[config.mk]
export PLATFORM = sky130hd
export DESIGN_NAME = weighted_priority_class_scheduler
export DESIGN_NICKNAME = d
export VERILOG_FILES = /design/src/wpcs_pkg.sv /design/src/wpcs_store.sv /design/src/weighted_priority_class_scheduler.sv
export SDC_FILE = /design/constraint.sdc
export NUM_CORES = 1
export LEC_CHECK = 0
export BUFFER_PORTS_ARGS = -buffer_cell sky130_fd_sc_hd__buf_2
export CAP_MARGIN = 40
export CELL_PAD_IN_SITES_DETAIL_PLACEMENT = 1
export CELL_PAD_IN_SITES_GLOBAL_PLACEMENT = 2
export CORE_UTILIZATION = 40
export CTS_CLUSTER_DIAMETER = 150
export DETAILED_ROUTE_END_ITERATION = 10
export GPL_TIMING_DRIVEN = 0
export PLACE_DENSITY = 0.8
export SYNTH_ARGS = -nofsm -noshare
export SYNTH_HDL_FRONTEND = slang
export SYNTH_SLANG_ARGS = --single-unit
[constraint.sdc]
create_clock -name clk -period 5.3 [get_ports clk]
set_input_delay 0.53 -clock clk [delete_from_list [all_inputs] [get_ports clk]]
set_output_delay 0.53 -clock clk [all_outputs]
set_load 0.05 [all_outputs]
[src/wpcs_pkg.sv]
// Shared constants, types and helpers of the weighted priority class scheduler.
package wpcs_pkg;

	localparam int NUM_CLASSES = 4;
	localparam int QUEUE_DEPTH = 16;

	localparam int ID_W    = 16;
	localparam int PRIO_W  = 9;
	localparam int CLS_W   = (NUM_CLASSES > 1) ? $clog2(NUM_CLASSES) : 1;
	localparam int PTR_W   = $clog2(QUEUE_DEPTH);
	localparam int CNT_W   = $clog2(QUEUE_DEPTH + 1);
	localparam int GRANT_W = $clog2(NUM_CLASSES + 1);
	localparam int ADDR_W  = (NUM_CLASSES * QUEUE_DEPTH > 1) ?
		$clog2(NUM_CLASSES * QUEUE_DEPTH) : 1;

	localparam int PRIO_UNSET = -1;

	typedef logic [ID_W-1:0]    id_t;
	typedef logic [CLS_W-1:0]   cls_t;
	typedef logic [PTR_W-1:0]   ptr_t;
	typedef logic [CNT_W-1:0]   cnt_t;
	typedef logic [GRANT_W-1:0] grant_t;
	typedef logic [ADDR_W-1:0]  addr_t;

	typedef enum logic [1:0] {
		ACT_ENQUEUE = 2'd0,
		ACT_DEQUEUE = 2'd1,
		ACT_FLUSH   = 2'd2
	} action_t;

	typedef enum logic [2:0] {
		ST_ENQUEUED = 3'd0,
		ST_DROPPED  = 3'd1,
		ST_DEQUEUED = 3'd2,
		ST_NONE     = 3'd3,
		ST_FLUSHED  = 3'd4
	} status_t;

	typedef enum logic [2:0] {
		S_IDLE,
		S_ENQ,
		S_PICK,
		S_PROBE,
		S_FLUSH,
		S_EMIT
	} state_t;

	// request to the queue store
	typedef struct packed {
		logic  we;
		addr_t waddr;
		id_t   wdata;
		logic  re;
		addr_t raddr;
	} mem_req_t;

	function automatic addr_t mem_addr(cls_t c, ptr_t p);
		return addr_t'(addr_t'(c) * addr_t'(QUEUE_DEPTH) + addr_t'(p));
	endfunction

endpackage

[src/wpcs_store.sv]
// Queue store: identifiers of all classes, one write and one registered read port.
module wpcs_store (
	input  logic               clk,
	input  wpcs_pkg::mem_req_t req,
	output wpcs_pkg::id_t      rd_data
);
	import wpcs_pkg::*;

	id_t mem [NUM_CLASSES*QUEUE_DEPTH];
	id_t rd_data_q;

	always_ff @(posedge clk) begin
		if (req.we) begin
			mem[req.waddr] <= req.wdata;
		end
		if (req.re) begin
			rd_data_q <= mem[req.raddr];
		end
	end

	assign rd_data = rd_data_q;

endmodule

[src/weighted_priority_class_scheduler.sv]
// Weighted priority class scheduler: per-class ID queues with weighted round robin dequeue.
// Sequencing: an enqueue or flush word passes its own state (ENQ or FLUSH) and then EMIT; a dequeue
//   that grants at once passes PICK then EMIT, otherwise PICK and PROBE repeat per probed class before EMIT.
// One word at a time: the next word is taken in the cycle after the result is loaded.
//   The scan visits each class in a pick and a probe step through a single count/head lookup.
// Reset: arst_n clears queue pointers, counts, round robin state and the output valid;
//   the queue store itself is not cleared, entries are only read after being written.
module weighted_priority_class_scheduler (
	input  logic        clk,
	input  logic        arst_n,
	// input words
	input  logic        s_axis_tvalid,
	output logic        s_axis_tready,
	input  logic [39:0] s_axis_tdata,  // connection_id[15:0], requested_priority[24:16],
	                                   // host_present[25], host_priority[34:26], zero pad
	input  logic [1:0]  s_axis_tuser,  // action[1:0]
	// result words
	output logic        m_axis_tvalid,
	input  logic        m_axis_tready,
	output logic [23:0] m_axis_tdata,  // granted_id[15:0], class_used[17:16], zero pad
	output logic [2:0]  m_axis_tuser   // status[2:0]
);
	import wpcs_pkg::*;

	// priority to class: unset priority falls back to the host default, then clamp
	function automatic cls_t clamp_class(logic signed [PRIO_W-1:0] req, logic host,
	                                     logic signed [PRIO_W-1:0] hpri);
		logic signed [PRIO_W-1:0] p;
		p = (req == PRIO_W'(PRIO_UNSET) && host) ? hpri : req;
		if (p < 0) begin
			return '0;
		end
		if (p > NUM_CLASSES - 1) begin
			return cls_t'(NUM_CLASSES - 1);
		end
		return cls_t'(p);
	endfunction

	function automatic ptr_t ptr_inc(ptr_t p);
		return (p == ptr_t'(QUEUE_DEPTH - 1)) ? '0 : ptr_t'(p + 1'b1);
	endfunction

	// input field unpacking
	id_t                       in_id;
	logic signed [PRIO_W-1:0]  in_req;
	logic                      in_host;
	logic signed [PRIO_W-1:0]  in_hpri;
	assign in_id   = s_axis_tdata[15:0];
	assign in_req  = s_axis_tdata[24:16];
	assign in_host = s_axis_tdata[25];
	assign in_hpri = s_axis_tdata[34:26];

	// control state
	state_t state_q, state_d;
	cls_t   cur_q;
	grant_t grants_q;
	ptr_t   head_q  [NUM_CLASSES];
	ptr_t   tail_q  [NUM_CLASSES];
	cnt_t   count_q [NUM_CLASSES];
	logic   m_valid_q;

	// payload
	cls_t    cls_q;
	id_t     id_q;
	cls_t    iter_q;
	status_t res_status_q;
	cls_t    res_cls_q;
	logic [23:0] m_data_q;
	logic [2:0]  m_user_q;

	// shared lookup: the one class the sequencer looks at this cycle
	cls_t   idx;
	cnt_t   cnt_sel;
	logic   nonempty, full, over_weight;
	cls_t   cur_next;

	assign idx         = (state_q == S_ENQ) ? cls_q : cur_q;
	assign cnt_sel     = count_q[idx];
	assign nonempty    = (cnt_sel != '0);
	assign full        = (cnt_sel == cnt_t'(QUEUE_DEPTH));
	assign over_weight = (grants_q > grant_t'(cur_q));
	assign cur_next    = (cur_q == cls_t'(NUM_CLASSES - 1)) ? '0 : cls_t'(cur_q + 1'b1);

	// sequencer strobes
	logic     accept, do_push, do_pop, do_adv, do_flush, set_res, iter_clr, iter_inc, out_load;
	status_t  res_status_d;
	cls_t     res_cls_d;
	mem_req_t mem_req;
	id_t      rd_data;

	assign accept = s_axis_tvalid && s_axis_tready;

	always_comb begin
		state_d       = state_q;
		s_axis_tready = 1'b0;
		do_push       = 1'b0;
		do_pop        = 1'b0;
		do_adv        = 1'b0;
		do_flush      = 1'b0;
		set_res       = 1'b0;
		iter_clr      = 1'b0;
		iter_inc      = 1'b0;
		out_load      = 1'b0;
		res_status_d  = ST_NONE;
		res_cls_d     = '0;
		case (state_q)
			S_IDLE: begin
				s_axis_tready = 1'b1;
				if (s_axis_tvalid) begin
					case (action_t'(s_axis_tuser))
						ACT_ENQUEUE: state_d = S_ENQ;
						ACT_DEQUEUE: begin
							state_d  = S_PICK;
							iter_clr = 1'b1;
						end
						ACT_FLUSH: state_d = S_FLUSH;
						default: state_d = S_IDLE; // unused code: dropped silently
					endcase
				end
			end
			S_ENQ: begin
				set_res   = 1'b1;
				res_cls_d = cls_q;
				if (full) begin
					res_status_d = ST_DROPPED;
				end else begin
					do_push      = 1'b1;
					res_status_d = ST_ENQUEUED;
				end
				state_d = S_EMIT;
			end
			S_PICK: begin
				// class used up its weight or has nothing: move on, probe the next one
				if (over_weight || !nonempty) begin
					do_adv  = 1'b1;
					state_d = S_PROBE;
				end else begin
					do_pop       = 1'b1;
					set_res      = 1'b1;
					res_status_d = ST_DEQUEUED;
					res_cls_d    = idx;
					state_d      = S_EMIT;
				end
			end
			S_PROBE: begin
				if (nonempty) begin
					do_pop       = 1'b1;
					set_res      = 1'b1;
					res_status_d = ST_DEQUEUED;
					res_cls_d    = idx;
					state_d      = S_EMIT;
				end else if (iter_q == cls_t'(NUM_CLASSES - 1)) begin
					set_res      = 1'b1;
					res_status_d = ST_NONE;
					state_d      = S_EMIT;
				end else begin
					iter_inc = 1'b1;
					state_d  = S_PICK;
				end
			end
			S_FLUSH: begin
				do_flush     = 1'b1;
				set_res      = 1'b1;
				res_status_d = ST_FLUSHED;
				state_d      = S_EMIT;
			end
			S_EMIT: begin
				if (!m_valid_q || m_axis_tready) begin
					out_load = 1'b1;
					state_d  = S_IDLE;
				end
			end
			default: state_d = S_IDLE;
		endcase

		mem_req.we    = do_push;
		mem_req.waddr = mem_addr(idx, tail_q[idx]);
		mem_req.wdata = id_q;
		mem_req.re    = do_pop;
		mem_req.raddr = mem_addr(idx, head_q[idx]);
	end

	wpcs_store u_store (
		.clk     (clk),
		.req     (mem_req),
		.rd_data (rd_data)
	);

	always_ff @(posedge clk or negedge arst_n) begin
		if (!arst_n) begin
			state_q <= S_IDLE;
		end else begin
			state_q <= state_d;
		end
	end

	// queue bookkeeping and round robin pointer
	always_ff @(posedge clk or negedge arst_n) begin
		if (!arst_n) begin
			cur_q    <= '0;
			grants_q <= '0;
			for (int i = 0; i < NUM_CLASSES; i++) begin
				head_q[i]  <= '0;
				tail_q[i]  <= '0;
				count_q[i] <= '0;
			end
		end else begin
			if (do_flush) begin
				for (int i = 0; i < NUM_CLASSES; i++) begin
					head_q[i]  <= '0;
					tail_q[i]  <= '0;
					count_q[i] <= '0;
				end
			end
			if (do_push) begin
				tail_q[idx]  <= ptr_inc(tail_q[idx]);
				count_q[idx] <= cnt_t'(cnt_sel + 1'b1);
			end
			if (do_pop) begin
				head_q[idx]  <= ptr_inc(head_q[idx]);
				count_q[idx] <= cnt_t'(cnt_sel - 1'b1);
				grants_q     <= grant_t'(grants_q + 1'b1);
			end
			if (do_adv) begin
				cur_q    <= cur_next;
				grants_q <= '0;
			end
		end
	end

	// payload registers
	always_ff @(posedge clk) begin
		if (accept) begin
			cls_q <= clamp_class(in_req, in_host, in_hpri);
			id_q  <= in_id;
		end
		if (iter_clr) begin
			iter_q <= '0;
		end else if (iter_inc) begin
			iter_q <= cls_t'(iter_q + 1'b1);
		end
		if (set_res) begin
			res_status_q <= res_status_d;
			res_cls_q    <= res_cls_d;
		end
		if (out_load) begin
			// read data of a grant arrives in the cycle after the pop
			m_data_q <= {6'd0, 2'(res_cls_q),
				(res_status_q == ST_DEQUEUED) ? rd_data : id_t'(0)};
			m_user_q <= res_status_q;
		end
	end

	// output register valid
	always_ff @(posedge clk or negedge arst_n) begin
		if (!arst_n) begin
			m_valid_q <= 1'b0;
		end else if (out_load) begin
			m_valid_q <= 1'b1;
		end else if (m_axis_tready) begin
			m_valid_q <= 1'b0;
		end
	end

	assign m_axis_tvalid = m_valid_q;
	assign m_axis_tdata  = m_data_q;
	assign m_axis_tuser  = m_user_q;

	// a class never holds more grants than its weight
	a_grant_weight: assert property (@(posedge clk) disable iff (!arst_n)
		grants_q <= grant_t'(grant_t'(cur_q) + 1'b1))
		else $error("grant count beyond class weight");

	// no write into a full queue
	a_no_overfill: assert property (@(posedge clk) disable iff (!arst_n)
		mem_req.we |-> (cnt_sel < cnt_t'(QUEUE_DEPTH)))
		else $error("push into full queue");

	// no pop from an empty queue
	a_no_underflow: assert property (@(posedge clk) disable iff (!arst_n)
		mem_req.re |-> nonempty)
		else $error("pop from empty queue");

	// after a flush the looked-up class is empty
	a_flush_empties: assert property (@(posedge clk) disable iff (!arst_n)
		(state_q == S_FLUSH) |=> (cnt_sel == '0))
		else $error("queue not empty after flush");

endmodule

==> impl_metrics.xml <==
<?xml version="1.0" encoding="UTF-8"?>
<metrics>
  <group name="sta">
    <metric name="max_slew.worst_pin.slew" unit="ns">0.949</metric>
    <metric name="hold-worst-slack" unit="ns">0.173</metric>
    <metric name="postLayoutSetupSlackWorst" unit="ns">-0.0303</metric>
    <metric name="final-hold-violation-count" unit="">0</metric>
    <metric name="final_min_period_over_clock_period" unit="%">101</metric>
    <metric name="fin_skew" unit="ns">0.0317</metric>
    <metric name="worst_slew_margin" unit="%">36.1</metric>
    <metric name="report.final.slew_viol_count" unit="">0</metric>
    <metric name="timing.final.crit_period" unit="ns">5.33</metric>
    <metric name="maxClockFrequency" unit="MHz">188</metric>
    <metric name="unrepaired_setup_endpoints_after_global_routing" unit="">yes</metric>
    <metric name="timing.final.setup_violations" unit="">1</metric>
  </group>
  <group name="pwr">
    <metric name="power.leakage" unit="uW">0.0187</metric>
    <metric name="power.density_cell_area" unit="nW/um^2">572</metric>
    <metric name="vdd_ir_drop_max" unit="mV">0.380</metric>
    <metric name="final_power" unit="uW">32000</metric>
  </group>
  <group name="setup_path">
    <metric name="timing.critical_path.from_type" unit="">flip-flop</metric>
    <metric name="path_class" unit="">reg -&gt; reg</metric>
    <metric name="cpPeakStageDelay" unit="ns">0.83</metric>
    <metric name="cpLargestDelayFamily" unit="">buffers and inverters</metric>
    <metric name="cp_cell_sequence" unit="">buf_2, or3b_1, buf_4, mux2_4, buf_6, a21oi_4, buf_4, nor2_2, inv_2, buf_4, buf_4, mux2i_1, o2111ai_1, nor4_1, nand4_1</metric>
    <metric name="arrival" unit="ns">5.75</metric>
    <metric name="crit_buf_inv" unit="">7</metric>
    <metric name="cp_common_cell" unit="">buf_4</metric>
    <metric name="critPathCaptureType" unit="">flip-flop</metric>
    <metric name="setup_slack_reg_to_reg" unit="ns">-0.03</metric>
    <metric name="crit_fanout" unit="">11</metric>
    <metric name="crit_slowest_cell" unit="">nor4_1</metric>
    <metric name="required" unit="ns">5.72</metric>
  </group>
  <group name="floorplan">
    <metric name="die_w" unit="microns">345</metric>
    <metric name="die_area" unit="sq um">119000</metric>
    <metric name="fp.dieH" unit="microns">345</metric>
    <metric name="placementRows" unit="">125</metric>
    <metric name="ios" unit="">75</metric>
    <metric name="effective_utilization_at_floorplan" unit="%">40.5</metric>
    <metric name="core_region_area" unit="sq um">117000</metric>
  </group>
  <group name="placed_design">
    <metric name="post_dp_cell_area" unit="sq um">51800</metric>
    <metric name="dp.final_hpwl" unit="mm">117</metric>
    <metric name="number_of_input_and_output_port_buffers_inserted" unit="">63</metric>
    <metric name="pre_cts_slack" unit="ns">-0.268</metric>
    <metric name="gp_routability_congestion" unit="">0.956</metric>
  </group>
  <group name="grt">
    <metric name="global_route.overflow_total" unit="">0</metric>
    <metric name="grt_antenna_before_repair" unit="">6</metric>
    <metric name="grt_pass1_vias" unit="">32600</metric>
    <metric name="grt_start_max_net_pins" unit="">47</metric>
    <metric name="global_route.usage.total" unit="%">26.7</metric>
    <metric name="global_route_wire_length_before_repair" unit="mm">231</metric>
  </group>
  <group name="min_path">
    <metric name="timing.hold.worst.class" unit="">in -&gt; reg</metric>
  </group>
  <group name="routing">
    <metric name="routed.top_layer" unit="">met5</metric>
    <metric name="drt_pre_antenna_iters" unit="">5</metric>
    <metric name="route.detailed.wl_per_inst" unit="microns">31.1</metric>
    <metric name="drc" unit="">0</metric>
    <metric name="vias_per_cell" unit="">6.13</metric>
    <metric name="drtAntennaViolNets" unit="">0</metric>
    <metric name="detail_route.iter0.violations" unit="">3762</metric>
    <metric name="detail_route.wirelength" unit="mm">163</metric>
    <metric name="routed-wl-met3" unit="mm">12.0</metric>
    <metric name="met1Wirelength" unit="mm">67.1</metric>
    <metric name="dr_total_vias" unit="">32200</metric>
    <metric name="route.met2.wl" unit="mm">77.2</metric>
  </group>
  <group name="status">
    <metric name="outcome" unit="">finished with violations</metric>
    <metric name="violations" unit="">setup timing</metric>
  </group>
  <group name="clock_tree">
    <metric name="clkSinkCount" unit="">1147</metric>
    <metric name="h-tree-depth" unit="">3</metric>
    <metric name="cts.repair_timing.setup_buffer_count" unit="">0</metric>
    <metric name="cts_max_path_buffers" unit="">3</metric>
    <metric name="cts_buffers" unit="">115</metric>
    <metric name="clock_tree.root_cell" unit="">clkbuf_16</metric>
    <metric name="clk_pin_slew" unit="ns">0.07</metric>
    <metric name="worst_skew_pair.late_latency" unit="ns">0.72</metric>
    <metric name="clock_tree_from_tritoncts" unit="">yes</metric>
  </group>
  <group name="final_layout">
    <metric name="stdcell_area" unit="sq um">55800</metric>
    <metric name="fillers" unit="">11500</metric>
    <metric name="final_common_cell" unit="">edfxtp_1</metric>
    <metric name="post_route_cells_drive_above_1_share" unit="%">15.3</metric>
    <metric name="synthToLayoutAreaGrowth" unit="%">18.3</metric>
    <metric name="nNetsFinal" unit="">3685</metric>
    <metric name="layout_common_cells" unit="">edfxtp_1 (1084), nand2_1 (281), nand3_1 (257)</metric>
  </group>
  <group name="yosys">
    <metric name="synthFlopType" unit="">edfxtp_1</metric>
    <metric name="synth.cell_area" unit="sq um">47200</metric>
    <metric name="synth.avg_cell_area" unit="sq um">14.4</metric>
    <metric name="number_of_enable_flip_flop_cells_after_synthesis" unit="">1084</metric>
    <metric name="synthesis.yosys.warnings" unit="">0</metric>
    <metric name="post_synth_inst_count" unit="">3277</metric>
    <metric name="synth_unique_cells" unit="">79</metric>
    <metric name="ys_ff_latch" unit="">1147</metric>
    <metric name="async_flop_share" unit="%">5.32</metric>
    <metric name="share_of_synthesized_area_occupied_by_flip_flops_and_latches" unit="%">72.3</metric>
  </group>
  <group name="flow_run">
    <metric name="max-cap-violations" unit="">0</metric>
  </group>
</metrics>
==> synth_stat cells (all sizes together) (4+ instances only) <==
cell     instances  share of area [%]
edfxtp        1084                 69
nand2          285                2.3
nand3          262                2.8
o21ai          254                2.8
a21o           166                2.6
mux2i          136                2.9
clkbuf         131                1.0
a211oi         118                1.9
buf            111                1.3
nor2           105               0.84
and3            98                1.3
o2111ai         64                1.2
dfrtp           61                3.2
a32oi           48               0.89
nor4            38               0.56
a22oi           35               0.56
a311oi          32               0.59
o211ai          25               0.41
nand4           23               0.30
a21boi          21               0.33
a31oi           21               0.28
and2            19               0.25
inv             18               0.15
a2111o          16               0.38
mux2            12               0.29
ha              10               0.27
or3             10               0.13
a21oi            9               0.15
xnor2            8               0.15
nand2b           6              0.080
nor2b            5              0.066
o211a            5               0.11
o21a             5              0.080
a41o             4              0.085
nor3             4              0.042
or2              4              0.053
==> logic make-up after synthesis <==
logic type / share of synthesized area (%)
compound gates: 12.5
xor+xnor: 0.204
fa+ha+maj: 0.265
mux: 3.21
buf+inv: 2.52
flops: 72.3
simple gates: 8.95
other cells: 0.00795
==> flip-flops by register name (all words and copies together), names as in the netlist <==
signal and cells:
m_axis_tdata 18, u_store.mem 1024, tail_q 16, iter_q 2, head_q 16, count_q 20
cls_q 2, cur_q 2, grants_q 3, u_store.rd_data 16, state_q 3, m_axis_tvalid 1
res_status_q 3, m_axis_tuser 3, id_q 16, res_cls_q 2
==> worst reg2reg max path, stage by stage, from the launching register on <==
cell and delay [ns]:
dfrtp_1 0.36, buf_2 0.18, or3b_1 0.40, buf_4 0.21, mux2_4 0.38, buf_6 0.18, a21oi_4 0.34, buf_4 0.39
nor2_2 0.16, inv_2 0.16, buf_4 0.26, buf_4 0.34, mux2i_1 0.36, o2111ai_1 0.32, nor4_1 0.83, nand4_1 0.20
==> metrics by stage <==
step / util [%] / TNS, ns / std cells
after detailed placement: 44.5 / -15.13 / 5015
after global routing: 47.9 / -2.94 / 5246
final: 47.9 / -0.0303 / 5247
after global placement: 42.4 / -285.76 / 4869
after CTS: 47.8 / 0 / 5241
after floorplan: - / 0 / 3282
==> final cells by class <==
class / count / area (sq um) / share of cell area (%)
Sequential cell: 1147 / 34100 / 61.1
Multi-Input combinational cell: 1875 / 12200 / 21.8
Tap cell: 1524 / 1910 / 3.41
Antenna cell: 1 / 2.50 / 0.00448
Inverter: 18 / 70.1 / 0.125
Clock inverter: 53 / 509 / 0.912
Clock buffer: 157 / 3120 / 5.59
Buffer: 241 / 1120 / 2.01
Timing Repair Buffer: 231 / 2830 / 5.06
==> final timing paths <==
| path | from | endpoint | cells after the start |
|---|---|---|---|
| setup / recovery | state_q[2] | u_store.rd_data[13] | 15 |
| hold / removal | m_axis_tready | m_axis_tvalid | 3 |
| setup reg to reg | state_q[2] | u_store.rd_data[13] | 15 |
| hold reg to reg | res_cls_q[0] | m_axis_tdata[16] | 0 |
| max in group asynchronous | arst_n | head_q[13] | 3 |
| min in group asynchronous | arst_n | m_axis_tvalid | 2 |
==> layer usage <==
| layer | vias to the layer above | track usage, % |
|---|---|---|
| met1 | 16900 | 35.6 |
| met4 | 4 | 11.5 |
| li1 | 13600 | - |
| met5 | - | 0 |
| met3 | 316 | 4.74 |
| met2 | 1366 | 42.8 |
==> report_power, final <==
part / switching [uW] / internal [uW] / total, uW / leakage, uW
Combinational: 9240 / 3490 / 12700 / 0.00630
Sequential: 287 / 10900 / 11200 / 0.0106
Clock: 3510 / 4540 / 8050 / 0.00175
==> what timing repair did <==
item / CTS / global route
pin swaps: 0 / 0
resized for setup: 14 / 27
setup endpoints to repair: 144 / 185
endpoints found under the hold margin: 32 / 0
hold buffers: 17 / 0
Power figures use the tool's default switching activity.
